--- src/hdl/crtc_pkg.sv ---
`timescale 1ns / 1ps

package crtc_pkg;

    // Number of implemented data registers (18 to 32)
    localparam int REGISTER_COUNT = 18;
    localparam int REG_IDX_W      = $clog2(REGISTER_COUNT);
    localparam int BASE_REGS      = 18;
    localparam int HARDWIRED_REGS = 9;

    // Commands carried in s_tuser[1:0]
    localparam logic [1:0] CMD_READ  = 2'd0;
    localparam logic [1:0] CMD_WRITE = 2'd1;
    localparam logic [1:0] CMD_TICK  = 2'd2;

    // Port select carried in s_tuser[2]
    localparam logic PORT_INDEX = 1'b0;
    localparam logic PORT_DATA  = 1'b1;

    // Event codes carried in m_tuser
    localparam logic [2:0] EV_QUIET    = 3'd0;
    localparam logic [2:0] EV_INDEX    = 3'd1;
    localparam logic [2:0] EV_CURSOR   = 3'd2;
    localparam logic [2:0] EV_REFRESH  = 3'd3;
    localparam logic [2:0] EV_REJECTED = 3'd4;

    // Cursor mode field of register 10
    localparam logic [7:0] CURSOR_MODE_MASK  = 8'h60;
    localparam logic [7:0] CURSOR_MODE_ON    = 8'h00;
    localparam logic [7:0] CURSOR_MODE_OFF   = 8'h20;
    localparam logic [7:0] CURSOR_MODE_FAST  = 8'h40;
    localparam logic [7:0] CURSOR_MODE_SLOW  = 8'h60;

    localparam logic [7:0] OUT_OF_RANGE_READ = 8'hFF;

    localparam logic [7:0] HARDWIRED [HARDWIRED_REGS] = '{
        8'd113, 8'd80, 8'd90, 8'd10, 8'd127, 8'd6, 8'd100, 8'd112, 8'd2
    };

    localparam logic [7:0] STORE_MASK_FULL [BASE_REGS] = '{
        8'hFF, 8'hFF, 8'hFF, 8'hFF, 8'h7F, 8'h1F, 8'h7F, 8'h7F, 8'h3F,
        8'h1F, 8'h7F, 8'h1F, 8'h3F, 8'hFF, 8'h3F, 8'hFF, 8'hFF, 8'hFF
    };

    localparam logic [7:0] STORE_MASK_REDUCED [BASE_REGS] = '{
        8'h00, 8'h00, 8'h00, 8'h00, 8'h00, 8'h00, 8'h00, 8'h00, 8'h00,
        8'h1F, 8'h7F, 8'h1F, 8'h3F, 8'hFF, 8'h3F, 8'hFF, 8'hFF, 8'hFF
    };

    localparam logic [7:0] READ_MASK [BASE_REGS] = '{
        8'h00, 8'h00, 8'h00, 8'h00, 8'h00, 8'h00, 8'h00, 8'h00, 8'h00,
        8'h00, 8'h00, 8'h00, 8'h3F, 8'hFF, 8'h3F, 8'hFF, 8'h3F, 8'hFF
    };

    function automatic logic [7:0] write_bits(input logic chip, input logic [4:0] n);
        logic [7:0] m;
        if (n < 5'(BASE_REGS)) begin
            m = chip ? STORE_MASK_REDUCED[n] : STORE_MASK_FULL[n];
        end else begin
            m = 8'hFF;
        end
        return m;
    endfunction

    function automatic logic [7:0] readable_bits(input logic [4:0] n);
        logic [7:0] m;
        if (n < 5'(BASE_REGS)) begin
            m = READ_MASK[n];
        end else begin
            m = 8'hFF;
        end
        return m;
    endfunction

endpackage

--- src/hdl/crt_controller_register_file_core.sv ---
`timescale 1ns / 1ps

// Indexed CRT controller register file with a stream front end. Each beat on
// the slave side is a bus read, a bus write or a blink tick (s_tuser), and
// produces exactly one registered result beat carrying the read byte,
// an event code and the cursor state and display geometry as they stand
// after the beat. One beat is taken every cycle unless the result is stalled:
// the register update and all derived fields are a single pass of short logic
// into the result register, and the slave side stays ready while that register
// is empty or being drained, so throughput is one beat per clock.
// chip_type is set through cfg_we/cfg_wdata; in the reduced variant registers
// 0 to 8 ignore writes and supply fixed defaults to the derived fields.
module crt_controller_register_file_core
    import crtc_pkg::*;
(
    input  logic        aclk,
    input  logic        aresetn,

    input  logic        cfg_we,
    input  logic [0:0]  cfg_wdata,      // chip_type

    input  logic        s_tvalid,
    output logic        s_tready,
    input  logic [7:0]  s_tdata,        // [7:0] write_data
    input  logic [2:0]  s_tuser,        // [1:0] command, [2] port_select

    output logic        m_tvalid,
    input  logic        m_tready,
    // [7:0] read_data, [8] cursor_visible, [22:9] cursor_address,
    // [27:23] cursor_top_line, [32:28] cursor_bottom_line,
    // [40:33] char_columns, [46:41] char_height, [53:47] char_rows,
    // [67:54] start_address, [77:68] hsync_distance,
    // [86:78] vsync_distance, [87] zero
    output logic [87:0] m_tdata,
    output logic [2:0]  m_tuser         // [2:0] event_status
);

    logic        chip_reg;
    logic [7:0]  index_reg, index_next;
    logic [1:0]  blink_cnt_reg, blink_cnt_next;
    logic        blink_phase_reg, blink_phase_next;
    logic [7:0]  store_reg  [REGISTER_COUNT];
    logic [7:0]  store_next [REGISTER_COUNT];

    logic        m_tvalid_reg;
    logic [87:0] m_tdata_reg, m_tdata_next;
    logic [2:0]  m_tuser_reg, m_tuser_next;

    logic        accept;
    logic [1:0]  command;
    logic        port_sel;
    logic [7:0]  wdata;
    logic [4:0]  n;
    logic        n_valid;
    logic [7:0]  cur_val;
    logic [7:0]  mask;
    logic [7:0]  rd_data;
    logic [7:0]  mode;
    logic [2:0]  blink_sum;
    logic [1:0]  blink_limit;

    logic [7:0]  view [16];
    logic        cursor_visible;
    logic [13:0] cursor_address;
    logic [13:0] start_address;
    logic [5:0]  char_height;
    logic [9:0]  hsync_distance;
    logic [8:0]  vsync_distance;

    assign s_tready = !m_tvalid_reg || m_tready;
    assign accept   = s_tvalid && s_tready;
    assign m_tvalid = m_tvalid_reg;
    assign m_tdata  = m_tdata_reg;
    assign m_tuser  = m_tuser_reg;

    assign command  = s_tuser[1:0];
    assign port_sel = s_tuser[2];
    assign wdata    = s_tdata;
    assign n        = index_reg[4:0];
    assign n_valid  = ({1'b0, n} < 6'(REGISTER_COUNT));
    assign mask     = write_bits(chip_reg, n);

    always_comb begin
        if (chip_reg && n < 5'(HARDWIRED_REGS)) begin
            cur_val = HARDWIRED[n[3:0]];
        end else begin
            cur_val = store_reg[n[REG_IDX_W-1:0]];
        end
    end

    // State update for one beat
    always_comb begin
        for (int i = 0; i < REGISTER_COUNT; i++) begin
            store_next[i] = store_reg[i];
        end
        index_next       = index_reg;
        blink_cnt_next   = blink_cnt_reg;
        blink_phase_next = blink_phase_reg;
        rd_data          = 8'h00;
        m_tuser_next     = EV_QUIET;
        mode             = store_reg[10] & CURSOR_MODE_MASK;
        blink_limit      = (mode == CURSOR_MODE_SLOW) ? 2'd2 : 2'd1;
        blink_sum        = {1'b0, blink_cnt_reg} + 3'd1;

        case (command)
            CMD_READ: begin
                if (port_sel == PORT_INDEX) begin
                    rd_data = index_reg;
                end else if (n_valid) begin
                    rd_data = cur_val & readable_bits(n);
                end else begin
                    rd_data = OUT_OF_RANGE_READ;
                end
            end
            CMD_WRITE: begin
                if (port_sel == PORT_INDEX) begin
                    index_next   = wdata;
                    m_tuser_next = EV_INDEX;
                end else if (!n_valid) begin
                    m_tuser_next = EV_REJECTED;
                end else begin
                    store_next[n[REG_IDX_W-1:0]] =
                        (store_reg[n[REG_IDX_W-1:0]] & ~mask) | (wdata & mask);
                    if (n == 5'd10 || n == 5'd11 || n == 5'd14 || n == 5'd15) begin
                        m_tuser_next = EV_CURSOR;
                    end else begin
                        m_tuser_next = EV_REFRESH;
                    end
                end
            end
            CMD_TICK: begin
                // wrap past the mode's limit and flip the blink phase
                if (blink_sum > {1'b0, blink_limit}) begin
                    blink_cnt_next   = 2'd0;
                    blink_phase_next = !blink_phase_reg;
                end else begin
                    blink_cnt_next   = blink_sum[1:0];
                end
                m_tuser_next = EV_CURSOR;
            end
            default: begin
                m_tuser_next = EV_QUIET;
            end
        endcase
    end

    // Register view after the beat, hardwired defaults applied
    always_comb begin
        for (int k = 0; k < 16; k++) begin
            if (chip_reg && k < HARDWIRED_REGS) begin
                view[k] = HARDWIRED[4'(k)];
            end else begin
                view[k] = store_next[k];
            end
        end
    end

    always_comb begin
        case (view[10] & CURSOR_MODE_MASK)
            CURSOR_MODE_ON:   cursor_visible = 1'b1;
            CURSOR_MODE_OFF:  cursor_visible = 1'b0;
            CURSOR_MODE_FAST: cursor_visible = blink_phase_next;
            CURSOR_MODE_SLOW: cursor_visible = blink_phase_next;
            default:          cursor_visible = 1'b1;
        endcase
    end

    assign cursor_address = {view[14][5:0], view[15]};
    assign start_address  = {view[12][5:0], view[13]};
    assign char_height    = {1'b0, view[9][4:0]} + 6'd1;
    assign hsync_distance = {2'b00, view[0]} + 10'd1 - {2'b00, view[2]};
    assign vsync_distance = {1'b0, view[4]} + 9'd1 - {1'b0, view[7]};

    assign m_tdata_next = {
        1'b0,
        vsync_distance,
        hsync_distance,
        start_address,
        view[6][6:0],
        char_height,
        view[1],
        view[11][4:0],
        view[10][4:0],
        cursor_address,
        cursor_visible,
        rd_data
    };

    always_ff @(posedge aclk) begin
        if (!aresetn) begin
            chip_reg        <= 1'b0;
            index_reg       <= 8'h00;
            blink_cnt_reg   <= 2'd0;
            blink_phase_reg <= 1'b0;
            m_tvalid_reg    <= 1'b0;
            for (int i = 0; i < REGISTER_COUNT; i++) begin
                store_reg[i] <= 8'h00;
            end
        end else begin
            if (cfg_we) begin
                chip_reg <= cfg_wdata[0];
            end
            if (accept) begin
                index_reg       <= index_next;
                blink_cnt_reg   <= blink_cnt_next;
                blink_phase_reg <= blink_phase_next;
                for (int i = 0; i < REGISTER_COUNT; i++) begin
                    store_reg[i] <= store_next[i];
                end
                m_tvalid_reg <= 1'b1;
            end else if (m_tready) begin
                m_tvalid_reg <= 1'b0;
            end
        end
    end

    // Result payload: load on accept, hold otherwise
    always_ff @(posedge aclk) begin
        if (accept) begin
            m_tdata_reg <= m_tdata_next;
            m_tuser_reg <= m_tuser_next;
        end
    end

endmodule

--- config.mk ---
export PLATFORM = sky130hd
export DESIGN_NAME = crt_controller_register_file_core
export DESIGN_NICKNAME = d
export VERILOG_FILES = /design/src/hdl/crtc_pkg.sv /design/src/hdl/crt_controller_register_file_core.sv
export SDC_FILE = /design/constraint.sdc
export NUM_CORES = 1
export LEC_CHECK = 0
export ABC_CLOCK_PERIOD_IN_PS = 17850
export BUFFER_PORTS_ARGS = -buffer_cell sky130_fd_sc_hd__buf_2
export CAP_MARGIN = 0
export CORE_ASPECT_RATIO = 1.4
export CORE_MARGIN = 1
export CORE_UTILIZATION = 30
export DETAILED_ROUTE_END_ITERATION = 6
export PLACE_DENSITY_LB_ADDON = 0.12
export SYNTH_ARGS = -nofsm -noshare
export SYNTH_HDL_FRONTEND = slang
export SYNTH_SLANG_ARGS = --single-unit
--- constraint.sdc ---
create_clock -name aclk -period 17.85 [get_ports aclk]
set_input_delay 3.57 -clock aclk [delete_from_list [all_inputs] [get_ports aclk]]
set_output_delay 3.57 -clock aclk [all_outputs]
set_load 0.1 [all_outputs]
==> qor.yml, run 1 <==
outcome:
  run_status: "complete, but fails checks"
  violations: "DRC"
cells_and_area:
  stdcell_count: 1781
  stdcell_area_um2: 15200
  largest_reg_flops: 144
  fillers: 4345
  ff_latch_area_um2: 7390
  fin_util_pct: 35.2
  num_antenna_cells: 0
  drive_gt1_share_pct: 18.3
  area_delta_synth_final_pct: 15.0
  finalNetCount: 1272
  multi_input_area_um2: 5380
die:
  rows: 90
  core_um2: 43200
  fp.dieW_um: 179
  num_io_pins: 110
  initial_utilization_pct: 30.6
  die_height_um: 250
  dieArea_um2: 44900
pwr:
  power.internal_mw: 1.15
  swShare_pct: 31.9
  leakage_nw: 5.65
  power_frac_comb_pct: 20.6
  switchingPower_uw: 542
  power_density_nw_per_um2: 112
  pwr-share-clk_pct: 37.0
  max-vdd-ir-drop_mv: 0.0795
  p_seq_share_pct: 42.5
global_route:
  grt_pass1_wl_mm: 59.0
  grt.overflow.total: 0
  grt_util_all_layers_pct: 17.3
  grt_start_max_net_pins: 58
  first_global_vias: 9174
  antenna_found_initial: 0
critical_path:
  worstPathMaxFanout: 3
  critPathKind: "in -> out"
  cpMostUsedCell: "buf_2"
  max_stage_delay_ns: 0.43
  critPathTopFamily: "buffers and inverters"
  arrival_ns: 4.19
  end_kind: "output port"
  cp.required_ns: 14.28
  startpoint_type: "input pin"
  crit_buf_inv: 2
  slowest_stage: "buf_2"
  crit_chain: "buf_2, nand2b_1, buf_2"
clock_tree:
  cts-resized-gates: 0
  post_cts_buffers: 0
  clock_latency_ns: 0.56
  cts_sinks: 252
  cts_buffers: 28
  hold_buffers: 0
  clock_path_buffers: 3
  cts_tree: "done"
  clkSlewWorstSetupHoldPaths_ns: 0.06
  clk_root_buffer_cell: "clkbuf_16"
  h-tree-depth: 1
drt:
  drc: 6
  drt-initial-drc-count: 471
  viasPerCell: 5.03
  antenna_left: 0
  routed-via-count: 8955
  routed_wl_mm: 38.6
  dr.pass1.iters: 7
  wl_per_cell_um: 21.7
sta:
  hold_slack_ns: 0.518
  clock.fmax_mhz: 129
  setup_tns_ns: 0
  setup_viol: 0
  post-route-min-period_ns: 7.76
  hold_violations: 0
  max_slew_margin_pct: 29.3
  worst_slew_pin_slew_ns: 1.06
  slew_violations: 0
  clock_skew_ns: 0.0110
  finalCritPeriodShare_pct: 43.5
  rsz0062_at_grt: "no"
synth:
  synthFlopType: "edfxtp_1"
  synthAdderAreaFrac_pct: 4.77
  avgSynthCellArea_um2: 11.6
  synth-edff-count: 234
  syn_area_um2: 13200
  yosysUniqueCellTypes: 61
  yosysSeqAreaShare_pct: 55.9
  synth-simple-area-share_pct: 14.3
  syn_nets: 1202
  synth_top_family_by_area: "simple AND/OR/NAND/NOR gates"
  synth_top_area_share_pct: 53.2
  syn_inst: 1137
  yosys_warnings: 0
  synth-xor-area-share_pct: 1.06
  yosys.area.top_type: "edfxtp_1"
  async_flop_share_pct: 0
  synth-compound-area-share_pct: 9.98
  ys_top_cells_by_area: "edfxtp_1, nor2_1, mux2i_1, mux4_2, ha_1"
  muxShareOfSynthArea_pct: 10.3
  synth-seq-cells: 252
hold_path:
  min_path_type: "reg -> reg"
place:
  placedInstanceArea_um2: 14200
  place_inst: 1729
  dpl.hpwl_mm: 26.6
  place.gp.congestion: 0.804
  portBuffers: 108
run:
  maxCapViolCount: 0
-- cell families after synthesis --
| kind of cell | count (synthesis) |
|---|---|
| xor+xnor | 16 |
| mux | 103 |
| compound gates | 204 |
| other cells | 1 |
| simple gates | 402 |
| fa+ha+maj | 48 |
| buf+inv | 111 |
| flops | 252 |
-- through the flow --
stage / setup WS [ns] / total power, mW
finish: 10.09 / 1.70
CTS: 10.08 / 1.72
floorplan: 9.04 / 1.01
detailed placement: 9.98 / 1.08
global route: 10.03 / 1.76
global placement: 10.06 / 1.09
-- layout by cell type, fill, tap and decap left out, types with 4 or more instances in the layout --
cell | netlist | final
clkbuf_16 | 0 | 28
and3_1 | 14 | 14
bufinv_16 | 0 | 5
fa_1 | 4 | 4
xnor2_1 | 11 | 11
nor2b_1 | 62 | 62
nor2_1 | 191 | 191
clkbuf_1 | 56 | 6
a211oi_1 | 44 | 44
and2_1 | 9 | 9
buf_2 | 12 | 108
a21boi_0 | 6 | 6
nand2_1 | 46 | 44
nand2b_1 | 21 | 21
mux2_2 | 18 | 18
ha_1 | 44 | 44
xor2_1 | 5 | 5
nor3_1 | 18 | 18
edfxtp_1 | 234 | 234
a211o_1 | 6 | 6
o21ai_0 | 13 | 12
clkbuf_8 | 0 | 4
nand3_1 | 18 | 17
inv_1 | 27 | 26
mux4_2 | 25 | 25
mux2i_1 | 60 | 60
a21o_1 | 8 | 8
buf_4 | 4 | 15
or3_1 | 5 | 5
dfxtp_1 | 18 | 16
a311oi_1 | 4 | 4
o21bai_1 | 7 | 7
a31oi_1 | 4 | 4
a21oi_1 | 87 | 87
or2_2 | 4 | 4
-- Yosys cell counts, drive strengths merged, types with 21 or more instances --
master / instances
a21oi: 87
edfxtp: 234
mux2i: 60
nor2b: 62
a211oi: 45
nor2: 191
ha: 44
mux4: 25
nand2: 46
buf: 27
inv: 27
nand2b: 21
clkbuf: 56
-- worst paths after layout --
check / start / end / slack, ns / cells after the start
worst min-delay path: index_reg[6] / index_reg[6] / 0.52 / 2
worst max-delay path: m_tready / s_tready / 10.09 / 3
worst max register to register: register / m_tdata[75] / 12.07 / 19
worst min register to register: index_reg[6] / index_reg[6] / 0.52 / 2
-- worst register-to-register path, stage by stage (launching register included) --
cell	delay [ns]
dfxtp_2	0.91
buf_4	0.55
mux4_2	0.62
nor2_1	0.22
nor4_1	0.11
a211oi_2	0.72
buf_4	0.33
nor2_1	0.06
a21oi_1	0.16
nand2b_1	0.08
ha_1	0.27
inv_1	0.04
ha_1	0.21
fa_1	0.40
a21oi_1	0.14
nor2_1	0.05
nor2_1	0.22
o21bai_1	0.10
a21oi_1	0.23
xor2_1	0.09
-- power by group through the flow --
stage	clock network (mW)	logic (mW)	registers, mW
4_1_cts	0.643	0.354	0.722
6_report	0.627	0.349	0.721
5_1_grt	0.662	0.373	0.726
3_5_place_dp	0	0.351	0.733
2_1_floorplan	0	0.124	0.885
3_3_place_gp	0	0.352	0.734
-- per-layer routing --
layer | up-vias | global-route usage, % | routed length [um]
li1 | 4289 | - | -
met2 | 204 | 30.6 | 19500
met4 | 0 | 4.70 | 728
met1 | 4420 | 22.1 | 17000
met5 | - | 0 | 0
met3 | 42 | 2.22 | 1380
-- layout make-up --
class	count	share of cell area, %
Clock buffer	38	5.12
Clock inverter	14	1.40
Inverter	28	0.708
Multi-Input combinational cell	774	35.3
Sequential cell	252	48.6
Tap cell	552	4.54
Timing Repair Buffer	123	4.29
Note: power is estimated with default switching activity, not from simulation.
==> run 2: changes to the inputs <==
--- a/config.mk
+++ b/config.mk
@@ -5,7 +5,8 @@
 export SDC_FILE = /design/constraint.sdc
 export NUM_CORES = 1
 export LEC_CHECK = 0
-export ABC_CLOCK_PERIOD_IN_PS = 17850
+export ABC_AREA = 1
+export ABC_CLOCK_PERIOD_IN_PS = 6900
 export BUFFER_PORTS_ARGS = -buffer_cell sky130_fd_sc_hd__buf_2
 export CAP_MARGIN = 0
 export CORE_ASPECT_RATIO = 1.4
==> constraint.sdc (replaced) <==
create_clock -name aclk -period 6.9 [get_ports aclk]
set_input_delay 1.38 -clock aclk [delete_from_list [all_inputs] [get_ports aclk]]
set_output_delay 1.38 -clock aclk [all_outputs]
set_load 0.1 [all_outputs]
==> qor.yml, run 2 <==
outcome:
  run_status: "finished, final reports clean"  # was complete, but fails checks
clock_tree:
  cts_sinks: 252  # unchanged
  clock_path_buffers: 3  # unchanged
  cts_tree: "done"  # unchanged
  clock_latency_ns: 0.57  # was 0.56 ns
  clk_root_buffer_cell: "clkbuf_16"  # unchanged
  cts-resized-gates: 0  # unchanged
  hold_buffers: 0  # unchanged
  h-tree-depth: 1  # unchanged
  cts_buffers: 29  # was 28
  clkSlewWorstSetupHoldPaths_ns: 0.06  # about the same
  post_cts_buffers: 0  # unchanged
global_route:
  first_global_vias: 10800  # was 9174
  grt_pass1_wl_mm: 66.9  # was 59.0 mm
  grt_util_all_layers_pct: 18.7  # was 17.3%
  grt.overflow.total: 0  # unchanged
  grt_start_max_net_pins: 75  # was 58
  antenna_found_initial: 0  # unchanged
cells_and_area:
  multi_input_area_um2: 5250  # was 5380 um^2
  fillers: 4726  # was 4345
  largest_reg_flops: 144  # unchanged
  num_antenna_cells: 0  # unchanged
  final_common_cell: "nand2_1"  # was edfxtp_1
  stdcell_count: 2289  # was 1781
  finalNetCount: 1720  # was 1272
  drive_gt1_share_pct: 13.8  # was 18.3%
  layout_common_cells: "nand2_1, edfxtp_1, inv_1, nor2_1, o21ai_0"  # was edfxtp_1, nor2_1, buf_2, a21oi_1, nor2b_1
  stdcell_area_um2: 15900  # was 15200 um^2
  area_delta_synth_final_pct: 14.9  # was 15.0%
  ff_latch_area_um2: 7390  # about the same
die:
  fp.dieW_um: 183  # was 179 um
  dieArea_um2: 46900  # was 44900 um^2
  die_height_um: 256  # was 250 um
  rows: 92  # was 90
  num_io_pins: 110  # unchanged
  core_um2: 45200  # was 43200 um^2
  initial_utilization_pct: 30.5  # was 30.6%
critical_path:
  critical_path_depth: 18  # was 3
  reg2reg_depth: 18  # was 19
  slowest_stage: "inv_2"  # was buf_2
  crit_buf_inv: 3  # was 2
  cp.required_ns: 7.21  # was 14.28 ns
  arrival_ns: 4.91  # was 4.19 ns
  cpMostUsedCell: "nand3_1"  # was buf_2
  critPathTopFamily: "simple AND/OR/NAND/NOR gates"  # was buffers and inverters
  worstPathMaxFanout: 39  # was 3
  critPathKind: "reg -> reg"  # was in -> out
  max_stage_delay_ns: 0.63  # was 0.43 ns
  timing.rr.end: "m_tdata[85]"  # was m_tdata[75]
  crit_chain: "inv_2, nand2_1, nand3_1, nand3_1, nand3_1, nand3_1, nand3_2, nand2_2, buf_4, o21ai_1, nand2_1, ha_1, inv_1, fa_1, o21ai_0, a21oi_1, o21ai_0, xor2_1"  # was buf_2, nand2b_1, buf_2
  endpoint: "m_tdata[85]"  # was s_tready
  r2r_slack_ns: 2.30  # was 12.07 ns
  startpoint_type: "register"  # was input pin
  end_kind: "register"  # was output port
sta:
  worst_slack_ns: 2.30  # was 10.09 ns
  slew_violations: 0  # unchanged
  clock_skew_ns: 0.0128  # was 0.0110 ns
  hold_violations: 0  # unchanged
  worst_slew_pin_slew_ns: 0.920  # was 1.06 ns
  setup_tns_ns: 0  # unchanged
  max_slew_margin_pct: 38.6  # was 29.3%
  clock.fmax_mhz: 217
  post-route-min-period_ns: 4.60
  setup_viol: 0  # unchanged
  rsz0062_at_grt: "no"  # unchanged
  finalCritPeriodShare_pct: 66.7
pwr:
  leakage_nw: 6.88  # was 5.65 nW
  power_mw: 4.48  # was 1.70 mW
  power_density_nw_per_um2: 282  # was 112 nW/um^2
  max-vdd-ir-drop_mv: 0.168  # was 0.0795 mV
synth:
  yosys.area.top_type: "edfxtp_1"  # unchanged
  synth_most_common_cell: "nand2_1"  # was edfxtp_1
  async_flop_share_pct: 0  # unchanged
  ys_top_cells_by_area: "edfxtp_1, nand2_1, inv_1, nor2_1, o21ai_0"  # was edfxtp_1, nor2_1, mux2i_1, mux4_2, ha_1
  synthFlopType: "edfxtp_1"  # unchanged
  syn_area_um2: 13800  # was 13200 um^2
  yosys_warnings: 0  # unchanged
  syn_nets: 1629  # was 1202
  synth-seq-cells: 252  # unchanged
  yosysUniqueCellTypes: 48  # was 61
  yosysSeqAreaShare_pct: 53.5  # was 55.9%
  synth_top_area_share_pct: 50.9  # was 53.2%
  synth-edff-count: 234  # unchanged
  avgSynthCellArea_um2: 8.83  # was 11.6 um^2
  syn_inst: 1564  # was 1137
  synthTopCellsByCount: "nand2_1, edfxtp_1, inv_1, nor2_1, o21ai_0"  # was edfxtp_1, nor2_1, a21oi_1, nor2b_1, mux2i_1
drt:
  dr.pass1.iters: 5  # was 7
  routed_wl_mm: 43.6  # was 38.6 mm
  drt-initial-drc-count: 875  # was 471
  wl_per_cell_um: 19.0  # was 21.7 um
  drc: 0  # was 6
  antenna_left: 0  # unchanged
  viasPerCell: 4.77  # was 5.03
  routed-via-count: 10900  # was 8955
place:
  portBuffers: 108  # unchanged
  dpl.hpwl_mm: 30.5  # was 26.6 mm
  place_inst: 2235  # was 1729
  placedInstanceArea_um2: 14900  # was 14200 um^2
  place.gp.congestion: 0.836  # was 0.804
  pre_cts_ws_ns: 1.75  # was 9.98 ns
hold_path:
  min_path_type: "reg -> reg"  # unchanged
run:
  maxCapViolCount: 0  # unchanged
## run 2: cell count changes in the layout (fill, tap and decap cells not counted), sizes merged, moves of 25 or more
cell | previous run | this run
nand3 | 18 | 112
nand2 | 46 | 324
inv | 27 | 218
mux4 | 25 | 0
nor2b | 62 | 0
o21ai | 14 | 152
mux2i | 60 | 3
a211oi | 45 | 1
## run 2: power breakdown
part,switching [mW],internal [mW],leakage (nW)
Clock,0.668,0.957,0.481
Sequential,0.0435,1.82,2.59
Combinational,0.811,0.187,3.81
## run 2: routing by layer
layer	vias up	global-route usage, %	wire length, um	share of wire, %
met5	-	0	0	0
met4	0	5.76	1210	2.8
met3	63	1.82	1680	3.8
met2	242	33.1	21900	50
met1	5224	23.9	18800	43
li1	5381	-	-	-
## run 2: worst min path at each step
stage | startpoint | endpoint | slack (ns) | depth (start not counted)
after floorplan | index_reg[5] | index_reg[5] | 0.45 | 2
after global placement | index_reg[7] | index_reg[7] | 0.47 | 2
after detailed placement | index_reg[6] | index_reg[6] | 0.47 | 2
after CTS | index_reg[5] | index_reg[5] | 0.49 | 2
after global routing | index_reg[7] | index_reg[7] | 0.50 | 2
final | index_reg[5] | index_reg[5] | 0.48 | 2
## run 2: kinds of logic (layout without fill, tap and decap cells)
family / count (synthesis) / in the layout / synth area share, %
simple gates: 660 / 660 / 20.1
compound gates: 302 / 302 / 12.0
buf+inv: 284 / 398 / 8.68
flops: 252 / 252 / 53.5
fa+ha+maj: 48 / 48 / 4.56
xor+xnor: 14 / 14 / 0.888
mux: 3 / 3 / 0.217
other cells: 1 / 1 / 0.0271
## run 2: worst reg2reg max path: cells and delay by family, from the launching register on
kind	cells	cell delay, ns
buffers and inverters	3	1.03
XOR/XNOR	1	0.09
adder cells (fa/ha/maj)	2	0.78
AO/OA/AOI/OAI	4	0.78
flip-flops	1	0.41
AND/OR/NAND/NOR	8	1.27
## run 2: per-stage QoR
step,utilization [%],hold WS (ns)
2_1_floorplan,-,0.450
3_3_place_gp,32.9,0.469
3_5_place_dp,32.9,0.469
4_1_cts,35.1,0.490
5_1_grt,35.1,0.499
6_report,35.1,0.482
## run 2: area by class of cell
cell class                      instances  area share, %
Timing Repair Buffer                  125           4.21
Clock buffer                           33           4.67
Sequential cell                       252           46.5
Tap cell                              611           4.81
Inverter                              219           5.23
Multi-Input combinational cell       1028           33.0
Clock inverter                         21           1.50
